File: config.mk
export PLATFORM = sky130hd
export DESIGN_NAME = fcs_cell
export DESIGN_NICKNAME = d
export VERILOG_FILES = /design/src/rtl/core/fir_convolution_stream_macros.svh /design/src/rtl/core/fcs_pkg.sv /design/src/rtl/core/fcs_cell.sv
export SDC_FILE = /design/constraint.sdc
export NUM_CORES = 1
export LEC_CHECK = 0
export BUFFER_PORTS_ARGS = -buffer_cell sky130_fd_sc_hd__buf_2
export CAP_MARGIN = 20
export CORE_MARGIN = 3
export CORE_UTILIZATION = 65
export DETAILED_ROUTE_END_ITERATION = 10
export PLACE_DENSITY = 0.86
export RECOVER_POWER = 25
export SLEW_MARGIN = 5
export SYNTH_ARGS = -nofsm -noshare
export SYNTH_HDL_FRONTEND = slang
export SYNTH_SLANG_ARGS = --single-unit
File: constraint.sdc
create_clock -name clk -period 13.05 [get_ports clk]
set_input_delay 0.6525 -clock clk [delete_from_list [all_inputs] [get_ports clk]]
set_output_delay 0.6525 -clock clk [all_outputs]
set_load 0.05 [all_outputs]
File: src/rtl/core/fir_convolution_stream_macros.svh
// Assertion shorthands shared by the FIR convolution block.
// Each macro expands to one labeled concurrent assertion on the rising
// clock edge, switched off while reset is high.
`ifndef FIR_CONVOLUTION_STREAM_MACROS_SVH
`define FIR_CONVOLUTION_STREAM_MACROS_SVH

// Same-cycle implication: when ante holds, cons must hold at that edge.
`define FCS_ASSERT_NOW(label, clk, rst, ante, cons, msg) \
  label: assert property (@(posedge clk) disable iff (rst) (ante) |-> (cons)) \
    else $error(msg);

// Next-cycle implication: when ante holds, cons must hold at the next edge.
`define FCS_ASSERT_NEXT(label, clk, rst, ante, cons, msg) \
  label: assert property (@(posedge clk) disable iff (rst) (ante) |=> (cons)) \
    else $error(msg);

`endif

File: src/rtl/core/fcs_pkg.sv
package fcs_pkg;

  localparam int MAX_TAPS_DEFAULT = 64;

  localparam int SAMPLE_W      = 16;
  localparam int COEFF_W       = 16;
  localparam int ACC_W         = 38;
  localparam int PROD_W        = SAMPLE_W + COEFF_W;
  localparam int TAP_INDEX_W   = 6;
  localparam int TAP_COUNT_W   = 7;

  typedef logic signed [SAMPLE_W-1:0] sample_t;
  typedef logic signed [COEFF_W-1:0]  coeff_t;
  typedef logic signed [ACC_W-1:0]    acc_t;
  typedef logic [TAP_INDEX_W-1:0]     tap_index_t;
  typedef logic [TAP_COUNT_W-1:0]     tap_count_t;

  // Input word commands.
  typedef enum logic {
    CMD_WRITE_COEFF = 1'b0,
    CMD_SAMPLE      = 1'b1
  } command_t;

  // One output word as held in the output and skid registers.
  typedef struct packed {
    acc_t result;
    logic last_result;
  } result_word_t;

endpackage

File: src/rtl/core/fcs_cell.sv
module fcs_cell #(
  parameter int MAX_TAPS = fcs_pkg::MAX_TAPS_DEFAULT,
  parameter int IDX      = 0
) (
  input  logic                             clk,
  input  logic                             rst,
  input  logic                             step,
  input  fcs_pkg::sample_t                 x,
  input  logic                             coef_we,
  input  fcs_pkg::coeff_t                  coef_wdata,
  input  logic [$clog2(MAX_TAPS+1)-1:0]    tap_count,
  input  fcs_pkg::acc_t                    up_sum,
  output fcs_pkg::acc_t                    sum_out
);
  import fcs_pkg::*;

  coeff_t                    coef;
  logic signed [PROD_W-1:0]  prod;
  acc_t                      sum;
  logic                      use_up;

  always_ff @(posedge clk) begin
    if (rst) begin
      coef <= '0;
    end else if (coef_we) begin
      coef <= coef_wdata;
    end
  end

  // The upper neighbor's sum only counts while it lies inside the active taps.
  assign use_up = int'(tap_count) > IDX + 1;
  assign prod   = x * coef;
  assign sum    = (use_up ? up_sum : acc_t'(0)) + ACC_W'(prod);

  if (IDX == 0) begin : g_head
    // The head cell's sum is the output value itself.
    assign sum_out = sum;
  end else begin : g_store
    acc_t ps;
    logic active;

    assign active = int'(tap_count) > IDX;

    always_ff @(posedge clk) begin
      if (rst) begin
        ps <= '0;
      end else if (step) begin
        ps <= active ? sum : acc_t'(0);
      end
    end

    assign sum_out = ps;
  end

endmodule

### Yosys cells after proc, flatten, opt, wreduce, memory -nomap -nowiden

Cells that the tools add are included.
Widths: inputs -> output; s select.

| word-level totals | value |
|---|---|
| bits in registers | 16 |
| input bits | 81 |
| output and inout port bits | 38 |

| cells by class | value |
|---|---|
| magnitude comparators | 1 |
| $mul | 1 |
| mux-type cells | 1 |
| add/subtract/negate cells | 1 |

Operators by type and width:

| cell | number |
|---|---|
| $add 38x32->38 | 1 |
| $mux 38 | 1 |
| $mul 16x16->32 | 1 |
| $gt 7x1->1 const B | 1 |

### Depth between registers and ports, before layout

| logic depth | value |
|---|---|
| depth after elaboration | 3 |
| gate-level depth with buffers | 24 |
| depth with buffers taken out | 23 |

### Worst setup path after synthesis

No wires, ideal clock.

| timing path | value |
|---|---|
| path type | input to output |
| from | input x[15] |
| to | output sum_out[27] |
| data arrival time | 6843 ps |
| slack | 5555 ps |
| stages on the path | 20 |
| cells stage by stage | clkbuf_1 -> nand2_1 -> inv_1 -> fa_1 -> inv_1 -> fa_1 -> inv_1 -> fa_1 -> fa_1 -> fa_1 -> inv_1 -> fa_1 -> inv_1 -> ha_1 -> clkbuf_1 -> o21ai_0 -> o21ai_1 -> a22oi_1 -> a21bo_2 -> a211oi_1 |

| between the ends | value |
|---|---|
| word-level cells in the longest chain between the ends | 2 |

RTL lines:

| what | line | text |
|---|---|---|
| from (decl) | fcs_cell.sv:8 | `input fcs_pkg::sample_t x,` |
| $mul 16x16->32 | fcs_cell.sv:32 | `assign prod = x * coef;` |
| $add 38x32->38 | fcs_cell.sv:33 | `assign sum = (use_up ? up_sum : acc_t'(0)) + ACC_W'(prod);` |
| to (decl) | fcs_cell.sv:13 | `output fcs_pkg::acc_t sum_out` |

No other way between the ends.

### Worst setup path in the final report

| timing path | value |
|---|---|
| from | input x[15] |
| to | output sum_out[34] |

Same word-level chain as after synthesis.

==> out/results.tsv <==
stage	metric	value	unit
logic_synthesis	synth_fa_ha_area_frac	0.612	
clock_network	cts.sinks	16	
grt	grt_pass1_vias	10600	
logic_synthesis	synth_area_per_cell	9.07	sq um
grt	antenna_found_initial	0	
logic_synthesis	synth_warnings	0	
grt	track_usage	0.284	
sta	rsz0062_at_grt	no	
drt	vias	9504	
placement	place_ws	5.19	ns
logic_synthesis	synth_xor_area_frac	0.0253	
drt	met2_length	15200	um
floorplanning	rows	50	
logic_synthesis	synth-edff-count	0	
grt	grt_max_degree	39	
drt	dr.pass1.iters	5	
floorplanning	start_util	0.673	
drt	highest_layer	met4	
finish	fin_util	0.718	
logic_synthesis	synth_async_sr_flop_share	0	
outcome	status	complete, no violations	
sta	setup_ws	5.17	ns
drt	wl_per_cell	16.6	um
clock_network	clkLatencyLatePin	0.24	ns
logic_synthesis	syn_area	12800	sq um
logic_synthesis	synth_top_family_by_area	adder cells	
drt	post-route-drc-count	0	
sta	hold_viol	0	
drt	routed_via_density	5.43	
logic_synthesis	synthSimpleGateAreaFrac	0.144	
drt	met3WireLength	1870	um
drt	drt_iter0_drc	436	
sta	setup_viol	0	
sta	fmax	127	MHz
logic_synthesis	yosysTopAreaCellShare	0.503	
flow_run	max_cap_viol_count	0	
clock_network	numCtsBuffers	3	
critical_path	cp.required	12.40	ns
finish	layout-area-overhead-vs-synth	6.63	%
clock_network	htree_levels	1	
floorplanning	dieArea	21400	sq um
floorplanning	io_pins	119	
floorplanning	fp.coreArea	19000	sq um
sta	slew_viol_final	0	
sta	skew	0	ns
sta	tns	0	ns
critical_path	cp.arrival	7.22	ns
finish	largest_register_ffs	16	
finish	top_register	coef	
sta	fin_crit	7.88	ns
critical_path	crit_type	input pin to output pin	
logic_synthesis	yosys-mux-area-fraction	0.0125	
finish	antenna_cells	0	
finish	nFillCells	1404	
logic_synthesis	netlist_instances	1412	
floorplanning	chipHeight	146	um
clock_network	root_buffer	clkbuf_16	
finish	nNetsFinal	2005	
placement	io_buffers	116	
logic_synthesis	synth_nets	1926	
logic_synthesis	synth_compound_area_frac	0.0527	
finish	final_layout_size_suffix_gt1_frac	0.0940	
logic_synthesis	synth_top_cell_by_area	fa_1	
placement	dp_hpwl	24900	um
hold_path	worstHoldPathType	flop to flop	
logic_synthesis	synthTopCellsByArea	fa_1 50%, inv_1 11%, ha_1 11%	
logic_synthesis	synth_cell_types	53	
logic_synthesis	ys.flop_type	dfxtp_1	
clock_network	clk_pin_slew_worst_paths	0.05	ns
critical_path	critPathMaxFanout	16	
grt	grt-ovfl-total	0	
critical_path	cp-end-kind	output pin	
sta	worstMarginPinSlew	1.14	ns
grt	grt_pass1_wl	49800	um
sta	maxSlewHeadroom	0.241	
clock_network	cts_resized	0	
clock_network	holdBufCountCts	0	
sta	fin_crit_sh	0.603	
drt	wl_met1	11100	um
clock_network	cts_tree	done	
logic_synthesis	synth_seq_cells	16	
placement	gp_congestion	0.907	
drt	drtAntennaViolNets	0	
critical_path	crit_path_start_kind	input pin	
finish	largestRegisters	coef: 16 flops	
drt	routed_wl	29000	um
clock_network	cts_max_path_buffers	2	
logic_synthesis	yosysSeqAreaShare	0.0250	
clock_network	cts_setup_buffers	0	
floorplanning	die_w	146	um
## kinds of logic after synthesis
kind of cell | count (synthesis)
AO/OA/AOI/OAI | 98
XOR/XNOR | 37
adder cells (fa/ha/maj) | 433
buffers and inverters | 437
flip-flops | 16
multiplexers | 16
AND/OR/NAND/NOR | 375
## area by class of cell
class	count	area (sq um)	area share
timing repair buffer	121	617	0.0452
inverter	390	1460	0.107
sequential	16	320	0.0235
tap	260	325	0.0238
multi-input combinational	959	10800	0.794
clock buffer	4	88.8	0.00650
## worst max-delay path, stage by stage
cell	delay, ns
buf_2	0.20
nand2_1	0.19
inv_1	0.08
fa_1	0.68
inv_1	0.14
fa_1	0.57
inv_1	0.29
fa_1	0.51
fa_1	0.51
fa_1	0.49
inv_1	0.06
fa_1	0.51
inv_1	0.06
ha_1	0.38
a21oi_2	0.20
o211ai_1	0.15
a21o_1	0.21
a211oi_1	0.28
o21ai_0	0.12
a31o_2	0.27
o41ai_4	0.22
xnor2_1	0.15
buf_2	0.28
## layout by cell type, fill, tap and decap left out, drive strengths merged, types with 5 or more instances in the layout
master and count:
nand3 7, inv 390, nor2 45, a21o 13, clkbuf 5, a21oi 32
buf 120, fa 322, mux2i 16, o21bai 5, nor3 8, a211oi 6
xor2 11, ha 111, nand2b 6, dfxtp 16, o21ai 19, and2 143
nand2 151, xnor2 26
## path summary, 6_finish.rpt
check | from | to | slack, ns | cells past startpoint
setup / recovery | x[15] | sum_out[34] | 5.17 | 23
hold / removal | coef[7] | coef[7] | 0.60 | 2
setup reg to reg | coef[5] | coef[5] | 11.89 | 2
hold reg to reg | coef[7] | coef[7] | 0.60 | 2
## synthesized netlist by cell type (2+ instances only)
| cell type | number |
|---|---|
| nand2_1 | 150 |
| o31ai_1 | 3 |
| and3_1 | 2 |
| o21bai_1 | 4 |
| and2_1 | 142 |
| or3_1 | 2 |
| xor2_1 | 11 |
| clkbuf_1 | 43 |
| a21o_1 | 12 |
| buf_1 | 2 |
| nor2b_1 | 2 |
| dfxtp_1 | 16 |
| o211ai_1 | 3 |
| a31oi_1 | 2 |
| nand3_1 | 7 |
| o21a_1 | 4 |
| a21oi_1 | 30 |
| nor3_1 | 8 |
| nor2_1 | 45 |
| nand4_1 | 4 |
| o21ai_0 | 18 |
| a211oi_1 | 5 |
| a21oi_2 | 2 |
| ha_1 | 111 |
| nand2b_1 | 6 |
| inv_1 | 390 |
| xnor2_1 | 26 |
| mux2i_1 | 16 |
| fa_1 | 322 |
## metal layers
metal | GRT usage | vias to the layer above
li1 | - | 4252
met1 | 0.366 | 4804
met2 | 0.510 | 377
met3 | 0.0335 | 71
met4 | 0.0842 | 0
met5 | 0 | -
## per-stage QoR
stage          area (sq um)  cells  hold WS (ns)
2_1_floorplan         12800   1412         0.528
3_3_place_gp          13600   1746         0.596
3_5_place_dp          13600   1746         0.596
4_1_cts               13700   1750         0.605
5_1_grt               13700   1750         0.641
6_report              13700   1750         0.599
Power is not shown: default switching activity piles up to over one toggle a cycle in this logic, so the estimate is an artifact.
